### config.mk
export PLATFORM = sky130hd
export DESIGN_NAME = delta_list_timer_queue
export DESIGN_NICKNAME = d
export VERILOG_FILES = /design/src/rtl/dltq_pkg.sv /design/src/rtl/delta_list_timer_queue.sv /design/src/rtl/dltq_front.sv /design/src/rtl/dltq_back.sv
export SDC_FILE = /design/constraint.sdc
export NUM_CORES = 2
export LEC_CHECK = 0
export ABC_CLOCK_PERIOD_IN_PS = 9150
export BUFFER_PORTS_ARGS = -buffer_cell sky130_fd_sc_hd__buf_4
export CAP_MARGIN = 30
export CORE_UTILIZATION = 55
export DETAILED_ROUTE_END_ITERATION = 10
export GPL_TIMING_DRIVEN = 0
export PLACE_DENSITY = 0.77
export SLEW_MARGIN = 40
export SYNTH_ARGS = -nofsm -noshare
export SYNTH_HDL_FRONTEND = slang
export SYNTH_HIERARCHICAL = 1
export SYNTH_SLANG_ARGS = --single-unit
### constraint.sdc
create_clock -name i_clk -period 9.15 [get_ports i_clk]
set_clock_uncertainty 0.05 [all_clocks]
set_input_delay 0.915 -clock i_clk [delete_from_list [all_inputs] [get_ports i_clk]]
set_output_delay 0.915 -clock i_clk [all_outputs]
set_load 0.01 [all_outputs]
### src/rtl/dltq_pkg.sv
// ----------------------------------------------------------------------------
// dltq_pkg
// Shared types, codes and defaults for the delta-list timer queue.
// ----------------------------------------------------------------------------
package dltq_pkg;

    localparam int unsigned QueueDepthDefault = 16;
    localparam int unsigned TimeWidthDefault  = 32;
    localparam int unsigned IdWidthDefault    = 8;
    localparam int unsigned FifoDepth         = 2;

    // Operation codes on the input channel.
    localparam logic [1:0] OP_INSERT = 2'd0;
    localparam logic [1:0] OP_CANCEL = 2'd1;
    localparam logic [1:0] OP_TICK   = 2'd2;

    // Result kinds on the output channel.
    localparam logic [2:0] EV_EXPIRED   = 3'd0;
    localparam logic [2:0] EV_INSERTED  = 3'd1;
    localparam logic [2:0] EV_CANCELLED = 3'd2;
    localparam logic [2:0] EV_NOT_FOUND = 3'd3;
    localparam logic [2:0] EV_FULL      = 3'd4;
    localparam logic [2:0] EV_DUPLICATE = 3'd5;

    // A command as it travels from the front part to the back part.
    typedef struct packed {
        logic [1:0]  op;
        logic [7:0]  id;
        logic [31:0] dur;
    } t_cmd;

endpackage

### src/rtl/delta_list_timer_queue.sv
// ----------------------------------------------------------------------------
// delta_list_timer_queue
// Timer queue kept as an ordered delta list with insert, cancel and tick.
// ----------------------------------------------------------------------------
// Usage: commands enter on the s_axis channel. tdata carries the timer id in
// bits 7:0 and the duration in bits 39:8; tuser carries the operation code
// (insert, cancel, tick). Unused operation codes are dropped on entry.
// Results leave on the m_axis channel: tdata holds the id in bits 7:0 and
// the ticks elapsed since insert in bits 39:8 (zero unless cancelled),
// tuser the result kind, and tlast marks the final result of one command.
// A front stage classifies commands into a two-entry queue; the back stage
// walks the list one entry per clock. An insert makes a search pass, then a
// placement and shift pass; a cancel makes a search pass, then a shift
// pass when the id is found. A tick without expiry is handled in the idle
// state and gives no result. Each expired entry is emitted first, and then
// the entries behind it each move down one place to close the gap.
// Reset clears the count, the elapsed counter and the global time; the
// entry storage is not cleared, since only entries below the count are read.
// When the receiver stalls, the result register holds and the back stage
// waits; the front queue still takes up to two further commands.
module delta_list_timer_queue #(
    parameter int unsigned QUEUE_DEPTH = dltq_pkg::QueueDepthDefault,
    parameter int unsigned TIME_WIDTH  = dltq_pkg::TimeWidthDefault,
    parameter int unsigned ID_WIDTH    = dltq_pkg::IdWidthDefault
) (
    input  logic        i_clk,
    input  logic        i_rst_n,
    input  logic        s_axis_tvalid,
    output logic        s_axis_tready,
    input  logic [39:0] s_axis_tdata,   // timer_id [7:0], duration [39:8]
    input  logic [1:0]  s_axis_tuser,   // operation [1:0]
    output logic        m_axis_tvalid,
    input  logic        m_axis_tready,
    output logic [39:0] m_axis_tdata,   // event_id [7:0], elapsed_ticks [39:8]
    output logic [2:0]  m_axis_tuser,   // event_kind [2:0]
    output logic        m_axis_tlast    // last_of_run
);

    dltq_pkg::t_cmd w_in_cmd, w_q_cmd;
    logic           w_q_valid, w_q_ready;
    logic [7:0]     w_id;
    logic [31:0]    w_el;

    // Only the low ID_WIDTH / TIME_WIDTH bits of each field matter.
    assign w_in_cmd.op  = s_axis_tuser;
    assign w_in_cmd.id  = 8'(s_axis_tdata[7:0] & 8'((16'd1 << ID_WIDTH) - 1'b1));
    assign w_in_cmd.dur = 32'(s_axis_tdata[39:8]
                              & 32'((64'd1 << TIME_WIDTH) - 1'b1));

    dltq_front u_front (
        .i_clk   (i_clk),
        .i_rst_n (i_rst_n),
        .i_valid (s_axis_tvalid),
        .o_ready (s_axis_tready),
        .i_cmd   (w_in_cmd),
        .o_valid (w_q_valid),
        .i_ready (w_q_ready),
        .o_cmd   (w_q_cmd)
    );

    dltq_back #(
        .QUEUE_DEPTH (QUEUE_DEPTH),
        .TIME_WIDTH  (TIME_WIDTH),
        .ID_WIDTH    (ID_WIDTH)
    ) u_back (
        .i_clk     (i_clk),
        .i_rst_n   (i_rst_n),
        .i_valid   (w_q_valid),
        .o_ready   (w_q_ready),
        .i_cmd     (w_q_cmd),
        .o_valid   (m_axis_tvalid),
        .i_ready   (m_axis_tready),
        .o_kind    (m_axis_tuser),
        .o_id      (w_id),
        .o_elapsed (w_el),
        .o_last    (m_axis_tlast)
    );

    assign m_axis_tdata = {w_el, w_id};

endmodule

### src/rtl/dltq_front.sv
// ----------------------------------------------------------------------------
// dltq_front
// Accepts input items, drops unused operation codes and queues commands.
// ----------------------------------------------------------------------------
module dltq_front (
    input  logic            i_clk,
    input  logic            i_rst_n,
    input  logic            i_valid,
    output logic            o_ready,
    input  dltq_pkg::t_cmd  i_cmd,
    output logic            o_valid,
    input  logic            i_ready,
    output dltq_pkg::t_cmd  o_cmd
);

    localparam int unsigned Depth = dltq_pkg::FifoDepth;
    localparam int unsigned AW    = $clog2(Depth);

    dltq_pkg::t_cmd r_mem [Depth];
    logic [AW-1:0]  r_wp, r_rp;
    logic [AW:0]    r_cnt;
    logic           w_push, w_pop, w_known;

    assign o_ready = (r_cnt != (AW+1)'(Depth));
    assign w_known = (i_cmd.op == dltq_pkg::OP_INSERT) || (i_cmd.op == dltq_pkg::OP_CANCEL)
                  || (i_cmd.op == dltq_pkg::OP_TICK);
    assign w_push  = i_valid && o_ready && w_known;
    assign o_valid = (r_cnt != '0);
    assign w_pop   = o_valid && i_ready;
    assign o_cmd   = r_mem[r_rp];

    always_ff @(posedge i_clk) begin
        if (!i_rst_n) begin
            r_wp  <= '0;
            r_rp  <= '0;
            r_cnt <= '0;
        end else begin
            if (w_push) begin
                r_wp <= (r_wp == AW'(Depth-1)) ? '0 : r_wp + 1'b1;
            end
            if (w_pop) begin
                r_rp <= (r_rp == AW'(Depth-1)) ? '0 : r_rp + 1'b1;
            end
            r_cnt <= r_cnt + (AW+1)'(w_push) - (AW+1)'(w_pop);
        end
        if (w_push) begin
            r_mem[r_wp] <= i_cmd;
        end
    end

    a_cnt_bound: assert property (@(posedge i_clk) disable iff (!i_rst_n)
        r_cnt <= (AW+1)'(Depth)) else $error("queue count overflow");
    a_no_push_full: assert property (@(posedge i_clk) disable iff (!i_rst_n)
        !o_ready |-> !w_push) else $error("push into full queue");
    a_pop_nonempty: assert property (@(posedge i_clk) disable iff (!i_rst_n)
        w_pop |-> r_cnt != '0) else $error("pop from empty queue");

endmodule

### src/rtl/dltq_back.sv
// ----------------------------------------------------------------------------
// dltq_back
// Sequencer that walks the delta list one entry per cycle and emits results.
// ----------------------------------------------------------------------------
module dltq_back #(
    parameter int unsigned QUEUE_DEPTH = dltq_pkg::QueueDepthDefault,
    parameter int unsigned TIME_WIDTH  = dltq_pkg::TimeWidthDefault,
    parameter int unsigned ID_WIDTH    = dltq_pkg::IdWidthDefault
) (
    input  logic            i_clk,
    input  logic            i_rst_n,
    input  logic            i_valid,
    output logic            o_ready,
    input  dltq_pkg::t_cmd  i_cmd,
    output logic            o_valid,
    input  logic            i_ready,
    output logic [2:0]      o_kind,
    output logic [7:0]      o_id,
    output logic [31:0]     o_elapsed,
    output logic            o_last
);

    localparam int unsigned IW = $clog2(QUEUE_DEPTH);
    localparam int unsigned CW = $clog2(QUEUE_DEPTH + 1);
    localparam logic [CW-1:0] Full = CW'(QUEUE_DEPTH);
    localparam logic [TIME_WIDTH-1:0] TMax = '1;

    typedef enum logic [2:0] {S_IDLE, S_SCAN, S_PLACE, S_SHIFT, S_EXPIRE, S_OUT} t_state;

    // Small register file: each entry is read at the scan index and at
    // neighbor positions of that index during shifts.
    logic [ID_WIDTH-1:0]   r_sid    [QUEUE_DEPTH];
    logic [TIME_WIDTH-1:0] r_sdelta [QUEUE_DEPTH];
    logic [TIME_WIDTH-1:0] r_sstart [QUEUE_DEPTH];

    t_state                r_state;
    logic [CW-1:0]         r_count;
    logic [TIME_WIDTH-1:0] r_helapsed, r_gtime;
    logic [1:0]            r_op;
    logic [ID_WIDTH-1:0]   r_cid;
    logic [TIME_WIDTH-1:0] r_d;
    logic [CW-1:0]         r_idx;
    logic [CW-1:0]         r_pos;
    logic                  r_found;
    logic [IW-1:0]         r_fidx;
    logic                  r_ovalid;
    logic [2:0]            r_okind;
    logic [7:0]            r_oid;
    logic [31:0]           r_oel;
    logic                  r_olast;
    logic [CW:0]           r_nres;
    // Result of the current command, held apart from the output register
    // so that a stalled result is never disturbed.
    logic [2:0]            r_rkind;
    logic [31:0]           r_rel;

    logic [IW-1:0]         w_i;
    logic [TIME_WIDTH:0]   w_sum;
    logic [TIME_WIDTH-1:0] w_rem;
    logic                  w_load;

    assign o_ready   = (r_state == S_IDLE);
    assign o_valid   = r_ovalid;
    assign o_kind    = r_okind;
    assign o_id      = r_oid;
    assign o_elapsed = r_oel;
    assign o_last    = r_olast;
    assign w_i       = r_idx[IW-1:0];
    assign w_rem     = (r_sdelta[0] > r_helapsed) ? r_sdelta[0] - r_helapsed : '0;
    assign w_sum     = {1'b0, r_sdelta[r_fidx]} + {1'b0, r_sdelta[IW'(r_fidx + 1'b1)]};
    assign w_load    = ((r_state == S_OUT) || (r_state == S_EXPIRE && r_idx == '0))
                    && (!r_ovalid || i_ready);

    always_ff @(posedge i_clk) begin
        if (!i_rst_n) begin
            r_state    <= S_IDLE;
            r_count    <= '0;
            r_helapsed <= '0;
            r_gtime    <= '0;
            r_ovalid   <= 1'b0;
            r_nres     <= '0;
        end else begin
            if (w_load) begin
                r_ovalid <= 1'b1;
            end else if (i_ready) begin
                r_ovalid <= 1'b0;
            end
            unique case (r_state)
                S_IDLE: begin
                    if (i_valid) begin
                        r_op    <= i_cmd.op;
                        r_cid   <= ID_WIDTH'(i_cmd.id);
                        r_d     <= TIME_WIDTH'(i_cmd.dur);
                        r_idx   <= '0;
                        r_found <= 1'b0;
                        r_nres  <= '0;
                        if (i_cmd.op == dltq_pkg::OP_TICK) begin
                            r_gtime <= r_gtime + 1'b1;
                            if (r_count != '0) begin
                                if (r_helapsed + 1'b1 >= r_sdelta[0]) begin
                                    r_state <= S_EXPIRE;
                                end else begin
                                    r_helapsed <= r_helapsed + 1'b1;
                                end
                            end
                        end else begin
                            r_state <= S_SCAN;
                        end
                    end
                end
                // Look for the id, one entry per cycle.
                S_SCAN: begin
                    if (r_idx < r_count && !r_found) begin
                        if (r_sid[w_i] == r_cid) begin
                            r_found <= 1'b1;
                            r_fidx  <= w_i;
                        end
                        r_idx <= r_idx + 1'b1;
                    end else if (r_op == dltq_pkg::OP_INSERT) begin
                        if (r_found) begin
                            r_rkind <= dltq_pkg::EV_DUPLICATE;
                            r_state <= S_OUT;
                        end else if (r_count == Full) begin
                            r_rkind <= dltq_pkg::EV_FULL;
                            r_state <= S_OUT;
                        end else if (r_count == '0) begin
                            r_helapsed <= '0;
                            r_pos      <= '0;
                            r_idx      <= '0;
                            r_state    <= S_SHIFT;
                        end else if (r_d < w_rem) begin
                            r_sdelta[0] <= w_rem - r_d;
                            r_helapsed  <= '0;
                            r_pos       <= '0;
                            r_idx       <= r_count;
                            r_state     <= S_SHIFT;
                        end else begin
                            r_d     <= r_d - w_rem;
                            r_idx   <= CW'(1);
                            r_state <= S_PLACE;
                        end
                    end else if (!r_found) begin
                        r_rkind <= dltq_pkg::EV_NOT_FOUND;
                        r_rel   <= '0;
                        r_state <= S_OUT;
                    end else begin
                        // Cancel: fold its delta into the successor, then close the gap.
                        r_rel <= 32'(r_gtime - r_sstart[r_fidx]);
                        if (CW'(r_fidx) + 1'b1 < r_count) begin
                            r_sdelta[IW'(r_fidx + 1'b1)] <= w_sum[TIME_WIDTH] ? TMax
                                                            : w_sum[TIME_WIDTH-1:0];
                        end
                        r_idx   <= CW'(r_fidx);
                        r_state <= S_SHIFT;
                    end
                end
                // Walk the deltas to find the insert position.
                S_PLACE: begin
                    if (r_idx >= r_count) begin
                        r_pos   <= r_count;
                        r_idx   <= r_count;
                        r_state <= S_SHIFT;
                    end else if (r_d < r_sdelta[w_i]) begin
                        r_sdelta[w_i] <= r_sdelta[w_i] - r_d;
                        r_pos   <= r_idx;
                        r_idx   <= r_count;
                        r_state <= S_SHIFT;
                    end else begin
                        r_d   <= r_d - r_sdelta[w_i];
                        r_idx <= r_idx + 1'b1;
                    end
                end
                // Move one entry per cycle: up for insert, down for cancel.
                S_SHIFT: begin
                    if (r_op == dltq_pkg::OP_INSERT) begin
                        if (r_idx > r_pos) begin
                            r_sid[w_i]    <= r_sid[IW'(r_idx - 1'b1)];
                            r_sdelta[w_i] <= r_sdelta[IW'(r_idx - 1'b1)];
                            r_sstart[w_i] <= r_sstart[IW'(r_idx - 1'b1)];
                            r_idx <= r_idx - 1'b1;
                        end else begin
                            r_sid[w_i]    <= r_cid;
                            r_sdelta[w_i] <= r_d;
                            r_sstart[w_i] <= r_gtime;
                            r_count <= r_count + 1'b1;
                            r_rkind <= dltq_pkg::EV_INSERTED;
                            r_rel   <= '0;
                            r_state <= S_OUT;
                        end
                    end else begin
                        if (r_idx + 1'b1 < r_count) begin
                            r_sid[w_i]    <= r_sid[IW'(r_idx + 1'b1)];
                            r_sdelta[w_i] <= r_sdelta[IW'(r_idx + 1'b1)];
                            r_sstart[w_i] <= r_sstart[IW'(r_idx + 1'b1)];
                            r_idx <= r_idx + 1'b1;
                        end else begin
                            r_count <= r_count - 1'b1;
                            if (r_count == CW'(1)) begin
                                r_helapsed <= '0;
                            end
                            r_rkind <= dltq_pkg::EV_CANCELLED;
                            r_state <= S_OUT;
                        end
                    end
                end
                // Emit the head, then shift the list down one entry a cycle.
                S_EXPIRE: begin
                    if (r_idx == '0) begin
                        if (w_load) begin
                            r_okind  <= dltq_pkg::EV_EXPIRED;
                            r_oid    <= 8'(r_sid[0]);
                            r_oel    <= '0;
                            r_nres   <= r_nres + 1'b1;
                            r_olast  <= !(r_count > CW'(1) && r_sdelta[1] == '0
                                          && r_nres + 1'b1 < (CW+1)'(QUEUE_DEPTH));
                            r_idx    <= CW'(1);
                        end
                    end else if (r_idx < r_count) begin
                        r_sid[IW'(r_idx - 1'b1)]    <= r_sid[w_i];
                        r_sdelta[IW'(r_idx - 1'b1)] <= r_sdelta[w_i];
                        r_sstart[IW'(r_idx - 1'b1)] <= r_sstart[w_i];
                        r_idx <= r_idx + 1'b1;
                    end else begin
                        r_count <= r_count - 1'b1;
                        r_idx   <= '0;
                        if (r_olast) begin
                            r_helapsed <= '0;
                            r_state    <= S_IDLE;
                        end
                    end
                end
                S_OUT: begin
                    if (w_load) begin
                        r_okind  <= r_rkind;
                        r_oid    <= 8'(r_cid);
                        r_oel    <= (r_rkind == dltq_pkg::EV_CANCELLED) ? r_rel : '0;
                        r_olast  <= 1'b1;
                        r_state  <= S_IDLE;
                    end
                end
                default: r_state <= S_IDLE;
            endcase
        end
    end

    a_count_bound: assert property (@(posedge i_clk) disable iff (!i_rst_n)
        r_count <= Full) else $error("entry count beyond depth");
    a_ready_idle: assert property (@(posedge i_clk) disable iff (!i_rst_n)
        o_ready |-> r_state == S_IDLE) else $error("ready outside idle");
    a_out_hold: assert property (@(posedge i_clk) disable iff (!i_rst_n)
        (r_ovalid && !i_ready) |=> r_ovalid && $stable(r_okind))
        else $error("result dropped while stalled");
    a_empty_elapsed: assert property (@(posedge i_clk) disable iff (!i_rst_n)
        (r_state == S_IDLE && r_count == '0) |-> r_helapsed == '0)
        else $error("elapsed count nonzero on empty queue");

endmodule
==> impl_metrics.ini <==
[status]
outcome = finished with violations
violations = negative setup slack

[clock_network]
cts_buffers = 163
cts_tree = yes
postCtsHoldBufs = 0
h-tree-depth = 4
cts.sink_count = 1464
clkLatencyLatePin_ns = 0.91
clockBufferDepth = 3
clk_pin_slew_worst_paths_ns = 0.06
root_buffer = clkbuf_16

[min_path]
min_to = u_front/r_mem[0][0]
min_path_type = in -> reg
hold_start = s_axis_tdata[8]
whs_path_depth = 1

[timing]
tightest_slew_ns = 1.00
setup_viol = 15
slew_violations = 0
rsz0062_at_grt = no
slew_headroom_pct = 33.2
fin_crit_sh_pct = 100
fmax_mhz = 109
setup_slack_ns = -0.0161
timing.hold.ws_ns = 0.164
fin_crit_ns = 9.17
hold_viol_final = 0

[synth]
synth_common_cells = mux4_2, edfxtp_1, a21oi_1
synth_top_area_share_pct = 40.7
synth_xor_xnor_area_share_pct = 2.32
synth_cell_types = 91
synth_compound_area_share_pct = 7.44
synthMuxAreaShare_pct = 35.6
synthSimpleGateAreaFrac_pct = 5.48
synthCells = 6772
yosysWarnings = 6
yosysMostFrequentCell = mux4_2
yosysTopAreaCell = edfxtp_1
syn-num-nets = 7107
synthAdderAreaFrac_pct = 3.63
ys_ff_latch = 1464
synthTopCellsByArea = edfxtp_1, mux4_2, ha_1
syn_area_per_cell_um2 = 14.9
yosysSeqAreaShare_pct = 42.5
synth_top_family_by_area = multiplexers
synth-main-ff-cell = edfxtp_1
async_reset_ff_share_pct = 0
synth-edff-count = 1372
syn-cell-area_um2 = 101000

[drt]
drt_wl_total_um = 470000
remaining_drc_errors = 0
drtPass1Iterations = 10
dr.first_iter.drc_count = 17570
wl_per_cell_um = 47.5
ant_nets = 0
vias = 82500
routed_via_density = 8.34

[setup_path]
crit_buf_inv = 6
critPathTopFamily = compound AO/OA/AOI/OAI gates
startpoint_type = register
required_ns = 9.68
slowest_stage = edfxtp_1
reg2reg_slack_ns = -0.02
crit_arrival_ns = 9.70
worstRegToRegCells = 29
regToRegStartpoint = u_back/r_sdelta[0][2]
critPathMaxFanout = 10
r2r_end = u_back/r_sdelta[8][9]
end_kind = register
slowest_delay_ns = 0.69
path_class = reg -> reg
crit_top_cell = a211oi_1

[job]
cap_violations = 0

[floorplanning]
ioPinCount = 92
coreArea_um2 = 183000
dieHeight_um = 431
die_w_um = 431
row_count = 157
initial_core_util_pct = 55.3
die_area_um2 = 186000

[global_route]
grt.total_usage_pct = 50.1
antenna_found_initial = 39
grt_pass1_vias = 76683
grt_max_degree = 33
grt_pass1_wl_um = 628000
grt_overflow = 0

[placement]
preCtsSetupSlack_ns = -0.845
gp_congestion = 1.07
placement.io_buffers = 91
dp_hpwl_um = 348000
dpl.cell_count = 9552

[layout]
fin_nets = 7595
syn_to_final_growth_pct = 14.5
stdcell_count = 9896
drive_gt1_share_pct = 36.8

[power]
power.density_nw_per_um2 = 396
p_leak_nw = 39.2
irDropWorstVdd_v = 0.000299
## cells in the final DEF (no fill, tap or decap), types with 53 or more instances in the layout
cell / synthesis / final
mux4_2: 1560 / 1560
a21oi_1: 358 / 351
edfxtp_1: 1372 / 1372
clkbuf_2: 0 / 176
nor3_1: 58 / 53
ha_1: 282 / 282
nor2_1: 319 / 287
buf_4: 16 / 148
xnor2_1: 175 / 170
nand2_1: 327 / 327
nand3_1: 102 / 102
clkbuf_16: 0 / 163
buf_2: 128 / 217
clkbuf_1: 321 / 166
o21ai_0: 278 / 233
buf_16: 0 / 98
xor2_1: 93 / 92
inv_1: 219 / 219
a21o_1: 144 / 144
and2_1: 83 / 83
buf_8: 0 / 54
dfxtp_1: 92 / 92
## final cells by class
class                   instances  area [µm²]
diodes                         44         110
plain buffers                 540        2560
clock buffers                 188        4180
clock inverters               105        1270
fillers                     13179       67000
inverters                     222         833
multi-input cells            4546       55900
flip-flops and latches       1464       43000
well taps                    2464        3080
repair buffers                323        4840
## flip-flops by register name, indices dropped and copies added (netlist names), 6 cells and up, named ones only
signal	cells
u_back/o_elapsed	32
u_back/o_id	8
u_back/r_cid	8
u_back/r_d	32
u_back/r_gtime	32
u_back/r_helapsed	32
u_back/r_nres	6
u_back/r_rel	32
u_back/r_sdelta	512
u_back/r_sid	128
u_back/r_sstart	512
u_front/r_mem	84
## worst reg2reg max path: cells and delay by family, from the launching register on
kind	cells	cell delay [ns]
AO/OA/AOI/OAI	14	3.70
buffers and inverters	6	1.48
AND/OR/NAND/NOR	5	1.42
adder cells (fa/ha/maj)	3	1.12
flip-flops	1	0.69
multiplexers	1	0.39
## cells by family after synthesis
family,Yosys count
buffers and inverters,762
adder cells (fa/ha/maj),289
AND/OR/NAND/NOR,1159
XOR/XNOR,268
AO/OA/AOI/OAI,1192
multiplexers,1638
flip-flops,1464
## report_power, final
part | internal, mW | switching (mW) | leakage, nW
registers | 10.4 | 0.725 | 13.2
logic | 10.1 | 17.8 | 23.4
clock network | 3.85 | 3.00 | 2.62
## per-stage QoR
step           util, %  TNS [ns]  total power, mW  instance area, µm²
2_1_floorplan        -         0             26.3              101000
3_3_place_gp      57.4  -4509.72             35.6              105000
3_5_place_dp      60.2    -41.77             37.1              110000
4_1_cts           63.2         0             43.9              116000
5_1_grt           63.3         0             46.2              116000
6_report          63.3    -0.170             45.9              116000
## layer usage
| layer | share of wire [%] | global-route usage (%) | up-vias |
|---|---|---|---|
| met1 | 32 | 60.6 | 41149 |
| met3 | 20 | 32.6 | 2305 |
| li1 | - | - | 29373 |
| met4 | 7.7 | 28.9 | 72 |
| met2 | 40 | 66.1 | 9601 |
| met5 | 0.65 | 6.74 | - |
## how the worst max path moves through the flow
| stage | end | cells after the start | slack, ns | from |
|---|---|---|---|---|
| after floorplan | u_back/r_sdelta[4][0] | 26 | 1.11 | u_back/r_sdelta[0][0] |
| after global placement | u_back/r_sdelta[8][16] | 28 | -6.84 | u_back/r_sdelta[0][0] |
| after detailed placement | u_back/r_sdelta[4][21] | 32 | -0.84 | u_back/r_sdelta[0][0] |
| after CTS | u_back/r_sdelta[8][9] | 31 | 0.05 | u_back/r_sdelta[0][0] |
| after global routing | u_back/r_sdelta[8][9] | 29 | 0.04 | u_back/r_sdelta[0][2] |
| final | u_back/r_sdelta[8][9] | 29 | -0.02 | u_back/r_sdelta[0][2] |
## what timing repair did
action                                  CTS  global route
gates resized for setup                   5             3
setup buffers                             0             2
endpoints found under the setup margin  132            96
Power figures use the tool's default switching activity.
